===== src/design/brt_pkg.sv =====
// Types, constants and angle table functions for the branch ring tessellator.
package brt_pkg;

   localparam int CSR_W = 4;
   localparam logic [CSR_W-1:0] CSR_RESET = 4'd8;
   localparam int MIN_SIDES = 3;
   localparam int CORNERS = 6;
   localparam int QUEUE_DEPTH = 2;
   localparam int DIV_STEPS = 16;
   localparam longint unsigned HALF_PI_Q30 = 64'd1686629713;
   // corner order: start i, start n, end i, end n, end i, start n
   localparam logic [CORNERS-1:0] CORNER_NEXT = 6'b101010;
   localparam logic [CORNERS-1:0] CORNER_END = 6'b011100;

   typedef struct packed {
      logic [47:0] start_center;
      logic [47:0] end_center;
      logic [47:0] start_dir;
      logic [47:0] end_dir;
      logic [15:0] start_radius;
      logic [15:0] end_radius;
   } req_type;

   typedef struct packed {
      logic signed [15:0] pos_x;
      logic signed [15:0] pos_y;
      logic signed [15:0] pos_z;
      logic tex_u;
      logic tex_v;
      logic last_vertex;
   } rsp_type;

   typedef struct packed {
      req_type seg;
      logic [CSR_W-1:0] sides;
   } job_type;

   // Sine of r/q of a quarter turn, Q1.14, Taylor series through x^11.
   function automatic logic [15:0] brt_qsin(longint unsigned r, int unsigned bits);
      longint unsigned x;
      longint unsigned x2;
      longint unsigned term;
      longint sum;
      x = (r * HALF_PI_Q30) >> (bits - 2);
      x2 = (x * x) >> 30;
      term = x;
      sum = longint'(x);
      term = ((term * x2) >> 30) / 6;
      sum = sum - longint'(term);
      term = ((term * x2) >> 30) / 20;
      sum = sum + longint'(term);
      term = ((term * x2) >> 30) / 42;
      sum = sum - longint'(term);
      term = ((term * x2) >> 30) / 72;
      sum = sum + longint'(term);
      term = ((term * x2) >> 30) / 110;
      sum = sum - longint'(term);
      if (sum < 0) sum = 0;
      if (sum > (longint'(1) << 30)) sum = longint'(1) << 30;
      sum = (sum + 32768) >>> 16;
      return sum[15:0];
   endfunction

   // {sin, cos} of k/sides of a full turn, Q1.14 each.
   function automatic logic [31:0] brt_sincos(int unsigned k, int unsigned sides,
                                              int unsigned bits);
      longint unsigned q;
      longint unsigned num;
      longint unsigned phase;
      longint unsigned quad;
      longint unsigned r;
      logic [15:0] sr;
      logic [15:0] cr;
      logic [31:0] res;
      if (sides < MIN_SIDES) return '0;
      q = 64'd1 << (bits - 2);
      num = longint'(k) << bits;
      phase = 0;
      while (num >= sides) begin
         num = num - sides;
         phase = phase + 1;
      end
      quad = (phase >> (bits - 2)) & 64'd3;
      r = phase & (q - 1);
      sr = brt_qsin(r, bits);
      cr = brt_qsin(q - r, bits);
      case (quad)
         64'd0: res = {sr, cr};
         64'd1: res = {cr, -sr};
         64'd2: res = {-sr, -cr};
         default: res = {-cr, sr};
      endcase
      return res;
   endfunction

endpackage


===== src/design/brt_front.sv =====
// Front end: ring_sides register, side count clamp and segment queue.
module brt_front #(
   parameter int MAX_SIDES = 10
) (
   input  logic clock,
   input  logic reset,
   input  logic req_valid,
   output logic req_ready,
   input  brt_pkg::req_type req_payload,
   input  logic csr_valid,
   output logic csr_ready,
   input  logic [brt_pkg::CSR_W-1:0] csr_data,
   output logic job_valid,
   output brt_pkg::job_type job,
   input  logic job_pop
);
   import brt_pkg::*;

   localparam int PW = (QUEUE_DEPTH > 1) ? $clog2(QUEUE_DEPTH) : 1;
   localparam int CW = $clog2(QUEUE_DEPTH + 1);

   logic [CSR_W-1:0] sides_ff;
   logic [CSR_W-1:0] clamped;
   job_type queue_ff [QUEUE_DEPTH];
   logic [PW-1:0] wr_ptr_ff;
   logic [PW-1:0] rd_ptr_ff;
   logic [CW-1:0] count_ff;
   logic push;
   logic pop;

   assign csr_ready = 1'b1;
   assign req_ready = (count_ff != CW'(QUEUE_DEPTH));
   assign push = req_valid && req_ready;
   assign pop = job_pop && job_valid;
   assign job_valid = (count_ff != '0);
   assign job = queue_ff[rd_ptr_ff];

   always_comb begin
      if (sides_ff < CSR_W'(MIN_SIDES)) begin
         clamped = CSR_W'(MIN_SIDES);
      end else if (sides_ff > CSR_W'(MAX_SIDES)) begin
         clamped = CSR_W'(MAX_SIDES);
      end else begin
         clamped = sides_ff;
      end
   end

   always_ff @(posedge clock) begin
      if (reset) begin
         sides_ff <= CSR_RESET;
         wr_ptr_ff <= '0;
         rd_ptr_ff <= '0;
         count_ff <= '0;
      end else begin
         if (csr_valid && csr_ready) begin
            sides_ff <= csr_data;
         end
         if (push) begin
            wr_ptr_ff <= (wr_ptr_ff == PW'(QUEUE_DEPTH - 1)) ? '0 : wr_ptr_ff + 1'b1;
         end
         if (pop) begin
            rd_ptr_ff <= (rd_ptr_ff == PW'(QUEUE_DEPTH - 1)) ? '0 : rd_ptr_ff + 1'b1;
         end
         if (push && !pop) begin
            count_ff <= count_ff + 1'b1;
         end else if (pop && !push) begin
            count_ff <= count_ff - 1'b1;
         end
      end
   end

   always_ff @(posedge clock) begin
      if (push) begin
         queue_ff[wr_ptr_ff] <= '{seg: req_payload, sides: clamped};
      end
   end

endmodule


===== config.mk =====
export PLATFORM = sky130hd
export DESIGN_NAME = brt_front
export DESIGN_NICKNAME = d
export VERILOG_FILES = /design/src/design/brt_pkg.sv /design/src/design/brt_front.sv
export SDC_FILE = /design/constraint.sdc
export NUM_CORES = 1
export LEC_CHECK = 0
export BUFFER_PORTS_ARGS = -buffer_cell sky130_fd_sc_hd__buf_2
export CORE_MARGIN = 4
export CORE_UTILIZATION = 45
export DETAILED_ROUTE_END_ITERATION = 8
export PLACE_DENSITY = 0.7
export SLEW_MARGIN = 10
export SYNTH_ARGS = -nofsm -noshare
export SYNTH_HDL_FRONTEND = slang
export SYNTH_SLANG_ARGS = --single-unit

===== constraint.sdc =====
create_clock -name clock -period 12 [get_ports clock]
set_input_delay 2.4 -clock clock [delete_from_list [all_inputs] [get_ports clock]]
set_output_delay 2.4 -clock clock [all_outputs]
set_load 0.05 [all_outputs]

# [Word-level counts from Yosys, hierarchy flattened]
# Memory sizes are Yosys's and may differ from the RTL's. A register that Yosys moved wholly into a read port is not among the register bits.
# Index checks and enable logic that the tools add are counted.
[op_classes] eq_ne=1 n_lt_le_gt_ge=2 reduce_logical=8 add_sub_neg=4 n_mux=10
[op_table] cell="$mux W4" n=2
[op_table] cell="$mux W1" n=6
[op_table] cell="$gt A4 B4 Y1 const B" n=1
[op_table] cell="$logic_and A1 B1 Y1" n=4
[op_table] cell="$lt A4 B2 Y1 const B" n=1
[op_table] cell="$mux W2" n=2
[op_table] cell="$reduce_bool A2 Y1" n=2
[op_table] cell="$add A1 B1 Y1 const B" n=2
[op_table] cell="$add A2 B1 Y2 const B" n=1
[op_table] cell="$logic_not A1 Y1" n=2
[op_table] cell="$ne A2 B2 Y1 const B" n=1
[op_table] cell="$sub A2 B1 Y2 const B" n=1
[totals] ramBits=456 memories=1 word_cells=30 out_inout_bits=231 ff_bits=8
[memory_table] memory="queue_ff" depth=2 width=228 rd=1 rd_ports_with_merged_regs=1 write_ports=1 line="brt_front.sv:24" source="job_type queue_ff [QUEUE_DEPTH];"

# [Longest topological paths before layout]
# Gate-level depths: netlist of the first run.
[depth] word_depth=6 ltp_mapped=6 depth_no_buf=6

# [Least setup slack after synthesis of the first run]
# No wires, ideal clock.
[synth_path] kind="input to register" from="in req_valid" to="mem queue_ff[1][0] (netlist name), enable pin" t_arrival_ns=7.650 setup_time_ns=0.619 path_stages=1 setup_slack_ns=3.731 required_time_ns=11.381 cell_sequence="and3_1"
[synth_between] elab_chain_len=3
[synth_rtl] item="from (decl)" line="brt_front.sv:7" source="input logic req_valid,"
[synth_rtl] item="$logic_and A1 B1 Y1" line="brt_front.sv:33" source="assign push = req_valid && req_ready;"
[synth_rtl] item="$mux W1" line="brt_front.sv:73" source="if (push) begin"
[synth_rtl] item="$mux W1 (not written as such)" line="brt_front.sv:74" source="queue_ff[wr_ptr_ff] <= '{seg: req_payload, sides: clamped};"
[synth_rtl] item="to (decl)" line="brt_front.sv:24"
# Every way passes these cells.

==> results.toml, run 1 <==
[run_status]
status = "completed"

[logic_synthesis]
synth_top_area_share_pct = 80.7
synthCells = 757
syn_area_sq_mm = 0.0170
synthTopCellsByArea = "edfxtp_1 81%, mux2_2 15%, buf_6 1.5%, dfxtp_1 1.1%, clkbuf_8 0.24%"
synth_seq_cells = 465
yosysTopAreaCell = "edfxtp_1"
syn_nets = 991
synth_cell_type_count = 26
ys_seq_area_share_pct = 81.8
synth.yosys.warnings = 0
synth_enable_flop_cells = 456
async_reset_ff_share_pct = 0
syn_area_per_cell_sq_um = 22.4
synth_top_flop_cell = "edfxtp_1"
synth_most_common_cell = "edfxtp_1"
synth_commonest_cells = "456 x edfxtp_1, 228 x mux2_2, 22 x buf_6"

[clock_network]
hold_buffers = 0
cts.clk_slew.worst_paths_ns = 0.06
htreeDepth = 2
clock_path_buffers = 3
clock_latency_ns = 0.56
cts_tree = "yes"
cts_made_buffers = 47
cts.sinks = 465
root_buffer = "clkbuf_16"
cts_resized = 0
cts_setup_buffers = 0

[routing]
firstDrtPassIters = 4
vias = 8732
wl_microns = 36200
final_antenna_net_count = 0
route.detailed.drc = 0
drtIter0Drc = 425
drt-vias-per-instance = 4.88
detail_route.wl_per_cell_microns = 20.2

[sta]
slew_viol_final = 0
period_minus_slack_ns = 6.00
timing.final.crit_share_pct = 50.0
finalSetupViolations = 0
tightest_slew_ns = 1.02
rsz0062_at_grt = "no"
final.setup.tns_ns = 0
fmax_ghz = 0.167
hold_viol_final = 0
clock_skew_ns = 0.0194
maxSlewHeadroom_pct = 31.8

[die]
die_h_microns = 202
rows = 70
initial_core_util_pct = 46.0
ioPinCount = 464
dieArea_sq_mm = 0.0409
die_w_microns = 202
coreArea_sq_mm = 0.0369

[finish]
final_util_pct = 57.5
syn_to_final_growth_pct = 25.0
final_layout_size_suffix_gt1_share_pct = 59.9
fill_cells = 2816
fin_cells = 1789
nNetsFinal = 1481

[hold_path]
hp-class = "flip-flop to flip-flop"

[placed_design]
port_buffers = 462
gp_congestion = 0.754
dp_hpwl_microns = 25000
placed_cells = 1702

[power]
vdd_drop_max_v = 0.000199
p_leak_nw = 7.86
p_int_mw = 3.35
seqPwrFrac_pct = 39.6
p_per_area_mw_per_mm2 = 249
p_sw_share_pct = 36.5
p_sw_mw = 1.93
clock_power_share_pct = 27.1
combPwrFrac_pct = 33.3

[run]
drv_cap = 0

[critical_path]
endpoint_kind = "output port"
cp-start-kind = "flip-flop"
crit_fanout = 70
cp.required_ns = 9.60
path_class = "flip-flop to output port"
critPathArrivalTime_ns = 3.60

[global_routing]
grt_pass1_wl_microns = 54200
grt_pass1_vias = 9340
overflow = 0
gr-usage-all-layers_pct = 17.2
grt_max_degree = 86
antenna_found_initial = 8
-- cells in the final DEF (no fill, tap or decap), drive strengths merged, types with 2 or more instances in the layout --
master and count:
buf 470, bufinv 7, xor2 3, edfxtp 456
nor2 7, inv 3, a21oi 2, nor2b 4
clkinv 15, diode 5, clkbuf 56, dfxtp 9
mux2 228, clkinvlp 2, o21ai 3, mux2i 3
-- power by group through the flow --
stage	logic [mW]	clock network (mW)	registers (mW)
floorplan	1.44	0	2.14
detailed placement	1.77	0	2.13
CTS	1.78	1.47	2.10
global placement	1.77	0	2.12
global route	1.83	1.55	2.11
finish	1.76	1.43	2.09
-- final timing paths --
check | start | endpoint | slack (ns) | cells after the start
hold / removal | rd_ptr_ff | rd_ptr_ff | 0.51 | 2
setup reg to reg | count_ff[0] | queue_ff[1][56] | 8.74 | 4
hold reg to reg | rd_ptr_ff | rd_ptr_ff | 0.51 | 2
setup / recovery | flip-flop | job[53] | 6.00 | 4
-- per-layer routing --
layer | up-vias | part of all wire [%] | track usage (%)
li1 | 4005 | - | -
met1 | 4299 | 37 | 19.9
met5 | - | 0.14 | 0
met4 | 8 | 3.2 | 6.35
met3 | 81 | 8.9 | 6.03
met2 | 339 | 51 | 29.7
-- registers in the layout, indices dropped and copies added (netlist names), named ones only --
name       count
queue_ff     456
sides_ff       4
count_ff       2
rd_ptr_ff      1
wr_ptr_ff      1
-- cell families after synthesis --
group,Yosys count,synth area share [%]
compound gates,8,0.302
flops,465,81.8
fa+ha+maj,1,0.0737
other cells,1,0.0221
simple gates,18,0.553
buf+inv,30,1.84
xor+xnor,3,0.155
mux,231,15.3
-- critical path, stage by stage, from the launching register on --
cell     delay, ns
dfxtp_4       0.76
buf_4         0.67
buf_4         0.83
mux2_2        0.43
buf_2         0.22
-- layout make-up --
| type | instances | area (sq um) | share of cell area [%] |
|---|---|---|---|
| Antenna cell | 5 | 12.5 | 0.0590 |
| Clock buffer | 56 | 1210 | 5.70 |
| Clock inverter | 26 | 310 | 1.46 |
| Inverter | 1 | 11.3 | 0.0531 |
| Multi-Input combinational cell | 262 | 2790 | 13.2 |
| Sequential cell | 465 | 13900 | 65.4 |
| Tap cell | 504 | 631 | 2.97 |
| Timing Repair Buffer | 470 | 2370 | 11.2 |
-- stage by stage --
step | power (mW) | setup slack (ns) | hold slack, ns | cell area [sq um]
final | 5.28 | 6.00 | 0.509 | 21200
after global routing | 5.49 | 5.78 | 0.544 | 21200
after CTS | 5.35 | 5.91 | 0.514 | 21200
after detailed placement | 3.90 | 6.51 | 0.500 | 19700
after global placement | 3.89 | 6.53 | 0.488 | 19700
after floorplan | 3.57 | 3.73 | 0.472 | 17000
No activity file was read; power rests on OpenSTA's default activity.
==> inputs of run 2 (changes only) <==
- clock period: 12 -> 5.85 ns (I/O delays scaled with it)
==> results.toml, run 2 (synthesized netlist as in run 1, its figures left out) <==
[power]
p_per_area_mw_per_mm2 = 505
vdd_drop_max_v = 0.000333
p_leak_nw = 7.83
finalPower_mw = 10.7

[global_routing]
antenna_found_initial = 13
grt_max_degree = 116
grt_pass1_vias = 9442
gr-usage-all-layers_pct = 16.9
grt_pass1_wl_microns = 53700
overflow = 0

[critical_path]
cp.required_ns = 4.68
crit_path_max_incr_delay_ns = 0.62
path_delay_family = "buffers and inverters"
critPathSlowestCell = "dfxtp_4"
critPathArrivalTime_ns = 2.44
crit-reg2reg-launch = "count_ff[0]"
cp_cell_sequence = "buf_12 -> mux2_2 -> buf_2"
cp-start-kind = "flip-flop"
critPathBufInv = 2
endpoint_kind = "output port"
path_class = "flip-flop to output port"
crit_fanout = 101

[finish]
final_layout_size_suffix_gt1_share_pct = 59.8
layout_common_cells = "462 x buf_2, 456 x edfxtp_1, 228 x mux2_2"
nNetsFinal = 1479
largest_register_ffs = 456
reg_top3 = "queue_ff x456, sides_ff x4, count_ff x2"
fill_cells = 2816
top_register = "queue_ff"
syn_to_final_growth_pct = 24.8
final_common_cell = "buf_2"

[routing]
vias = 8689
drtIter0Drc = 377
route.detailed.drc = 0
detail_route.wl_per_cell_microns = 20.0
wl_microns = 35800
drt-vias-per-instance = 4.85
final_antenna_net_count = 0
firstDrtPassIters = 4

[sta]
hold_viol_final = 0
period_minus_slack_ns = 3.61
clock_skew_ns = 0.0149
finalSetupViolations = 0
slew_viol_final = 0
fmax_ghz = 0.277
tightest_slew_ns = 0.841
rsz0062_at_grt = "no"
maxSlewHeadroom_pct = 43.8
final.setup.tns_ns = 0
timing.final.crit_share_pct = 61.8
hold_ws_ns = 0.503

[clock_network]
cts.clk_slew.worst_paths_ns = 0.06
cts_made_buffers = 47
hold_buffers = 0
clock_path_buffers = 3
cts_tree = "yes"
cts_resized = 0
root_buffer = "clkbuf_16"
clock_latency_ns = 0.56
cts.sinks = 465
cts_setup_buffers = 0
htreeDepth = 2

[die]
die_w_microns = 202
coreArea_sq_mm = 0.0369
ioPinCount = 464
dieArea_sq_mm = 0.0409
die_h_microns = 202
rows = 70
initial_core_util_pct = 46.0

[placed_design]
port_buffers = 462
gp_congestion = 0.770
dp_hpwl_microns = 24100

[hold_path]
worstHoldStart = "rd_ptr_ff"
hp-class = "flip-flop to flip-flop"

[run_status]
status = "completed"

[run]
drv_cap = 0
==> run 2: report_power, final <==
part | total [mW] | internal, mW | switching [mW]
combinational | 3.63 | 0.961 | 2.67
clock | 2.78 | 1.61 | 1.17
sequential | 4.27 | 4.16 | 0.117
total | 10.7 | 6.73 | 3.96
==> run 2: area by class of cell <==
cell class	count	area [sq um]	share of cell area (%)
diodes	10	25.0	0.118
clock buffers	58	1260	5.95
clock inverters	22	163	0.768
inverters	1	7.51	0.0354
multi-input cells	262	2790	13.2
flip-flops and latches	465	13900	65.5
well taps	504	631	2.98
repair buffers	468	2430	11.5
==> run 2: path summary, 6_finish.rpt <==
check                                       end  slack, ns  cells after the start
worst min register to register        rd_ptr_ff       0.50                      2
worst max register to register  queue_ff[0][54]       3.38                      4
worst min-delay path                  rd_ptr_ff       0.50                      2
worst max-delay path                    job[53]       2.24                      3
==> run 2: metal layers <==
metal / vias up / share of wire (%) / GRT usage (%)
met2: 325 / 52 / 29.6
met1: 4272 / 36 / 18.7
met5: - / 0.14 / 0
li1: 4007 / - / -
met3: 77 / 8.8 / 6.27
met4: 8 / 3.3 / 6.81
==> run 2: tightest hold or removal path, cell delays in order, from the launching register on <==
cell and delay, ns:
dfxtp_1 0.32, xor2_1 0.08, nor2_1 0.07
==> run 2: metrics by stage <==
step	area, sq um	setup WS (ns)	instances	util, %
after CTS	21200	2.20	1780	57.4
final	21200	2.24	1790	57.5
after global placement	19700	2.68	1700	53.5
after floorplan	17000	0.730	757	-
after detailed placement	19700	2.70	1700	53.5
after global routing	21200	2.15	1788	57.4
==> inputs of run 3 (changes only) <==
- ABC_AREA: default -> 1
- PLACE_DENSITY: 0.7 -> 0.73
- clock period: 5.85 -> 3 ns (I/O delays scaled with it)
==> results.toml, run 3 <==
[die]
initial_core_util_pct = 46.0
rows = 70
dieArea_sq_mm = 0.0409
ioPinCount = 464
die_h_microns = 202
die_w_microns = 202
coreArea_sq_mm = 0.0369

[power]
p_leak_nw = 7.94
p_per_area_mw_per_mm2 = 964
vdd_drop_max_v = 0.000674

[finish]
reg_top3 = "queue_ff x456, sides_ff x4, count_ff x2"
layout_common_cells = "462 x buf_2, 456 x edfxtp_1, 228 x mux2_2"
largest_register_ffs = 456
top_register = "queue_ff"
final_layout_size_suffix_gt1_share_pct = 59.2
syn_to_final_growth_pct = 25.6
final_common_cell = "buf_2"
fill_cells = 2779
nNetsFinal = 1507
final_util_pct = 57.8

[logic_synthesis]
synth_most_common_cell = "edfxtp_1"
synth_seq_cells = 465
synth_cell_type_count = 15
synthTopCellsByArea = "edfxtp_1 81%, mux2_2 15%, buf_6 1.6%, dfxtp_1 1.1%, inv_1 0.31%"
syn_nets = 1010
synth_enable_flop_cells = 456
async_reset_ff_share_pct = 0
synth_top_area_share_pct = 80.7
yosysTopAreaCell = "edfxtp_1"
synth.yosys.warnings = 0
synth_commonest_cells = "456 x edfxtp_1, 228 x mux2_2, 24 x buf_6"
ys_seq_area_share_pct = 81.8
syn_area_sq_mm = 0.0170
syn_area_per_cell_sq_um = 21.9
synthCells = 776
synth_top_flop_cell = "edfxtp_1"

[clock_network]
cts.sinks = 465
cts_made_buffers = 47
cts_resized = 0
cts_tree = "yes"
clock_latency_ns = 0.56
root_buffer = "clkbuf_16"
clock_path_buffers = 3
cts_setup_buffers = 0
htreeDepth = 2
hold_buffers = 0
cts.clk_slew.worst_paths_ns = 0.06

[critical_path]
path_delay_family = "buffers and inverters"
critPathBufInv = 2
critPathArrivalTime_ns = 2.16
crit_path_max_incr_delay_ns = 0.55
cp.required_ns = 2.40
path_class = "flip-flop to output port"
crit_fanout = 28
critPathSlowestCell = "dfxtp_4"
cp-start-kind = "flip-flop"
endpoint_kind = "output port"
cp_cell_sequence = "buf_4 -> mux2_2 -> buf_2"

[run_status]
status = "completed"

[hold_path]
hp-class = "primary input to flip-flop"

[global_routing]
gr-usage-all-layers_pct = 17.4
grt_pass1_vias = 9744
overflow = 0
grt_pass1_wl_microns = 55300
antenna_found_initial = 12
grt_max_degree = 119

[sta]
period_minus_slack_ns = 2.76
maxSlewHeadroom_pct = 49.7
clock_skew_ns = 0.0132
rsz0062_at_grt = "no"
setup_ws_ns = 0.240
hold_viol_final = 0
fmax_ghz = 0.362
final.setup.tns_ns = 0
timing.final.crit_share_pct = 92.0
slew_viol_final = 0
tightest_slew_ns = 0.754
hold_ws_ns = 0.229
finalSetupViolations = 0

[placed_design]
preCtsSetupSlack_ns = 0.799
port_buffers = 462
dp_hpwl_microns = 24800
gp_congestion = 0.791

[routing]
drt-vias-per-instance = 4.91
final_antenna_net_count = 0
firstDrtPassIters = 5
vias = 8904
route.detailed.drc = 0
wl_microns = 36600
detail_route.wl_per_cell_microns = 20.2
drtIter0Drc = 541

[run]
drv_cap = 0
==> run 3: cell count changes in the layout (fill, tap and decap cells not counted), sizes merged, moves of 4 or more <==
| cell | delta |
|---|---|
| nor2b | -4 |
| buf | +7 |
| nor2 | +6 |
| o21ai | +5 |
| nand2 | +10 |
| inv | +13 |
| clkinv | -5 |
==> run 3: area by class of cell <==
type,instances,area [sq um],area share [%]
clock inverter,18,166,0.781
timing repair buffer,475,2500,11.7
sequential,465,13900,65.1
tap,504,631,2.96
multi-input combinational,270,2790,13.1
inverter,14,52.6,0.247
clock buffer,60,1280,5.99
antenna,7,17.5,0.0822
==> run 3: cell families after synthesis <==
logic type / synth area share [%]
flops: 81.8
mux: 15.1
buf+inv: 2.01
simple gates: 0.656
compound gates: 0.354
fa+ha+maj: 0.0737
other cells: 0.0221
==> run 3: routing by layer <==
metal / track usage (%) / routed length (microns) / part of all wire (%) / vias to the layer above
met3: 6.26 / 3430 / 9.4 / 80
met1: 20.5 / 13700 / 37 / 4386
met2: 29.3 / 18300 / 50 / 382
met4: 7.20 / 1200 / 3.3 / 6
met5: 0 / 35 / 0.096 / -
li1: - / - / - / 4050
==> run 3: final timing paths <==
path                        start              end  slack (ns)  depth (start not counted)
setup / recovery        flip-flop         job[181]        0.24                          3
hold / removal    req_payload[31]  queue_ff[0][35]        0.23                          1
setup reg to reg      count_ff[0]  queue_ff[0][91]        1.26                          5
hold reg to reg         rd_ptr_ff        rd_ptr_ff        0.50                          2
==> run 3: power by group <==
group / switching [mW] / internal (mW)
clock: 2.26 / 3.24
sequential: 0.228 / 8.21
combinational: 4.88 / 1.72
==> run 3: through the flow <==
stage | power [mW] | area (sq um) | cells
floorplan | 13.8 | 17000 | 776
global placement | 15.1 | 19900 | 1728
detailed placement | 15.2 | 19900 | 1728
CTS | 20.8 | 21300 | 1806
global route | 21.4 | 21300 | 1812
finish | 20.5 | 21300 | 1813
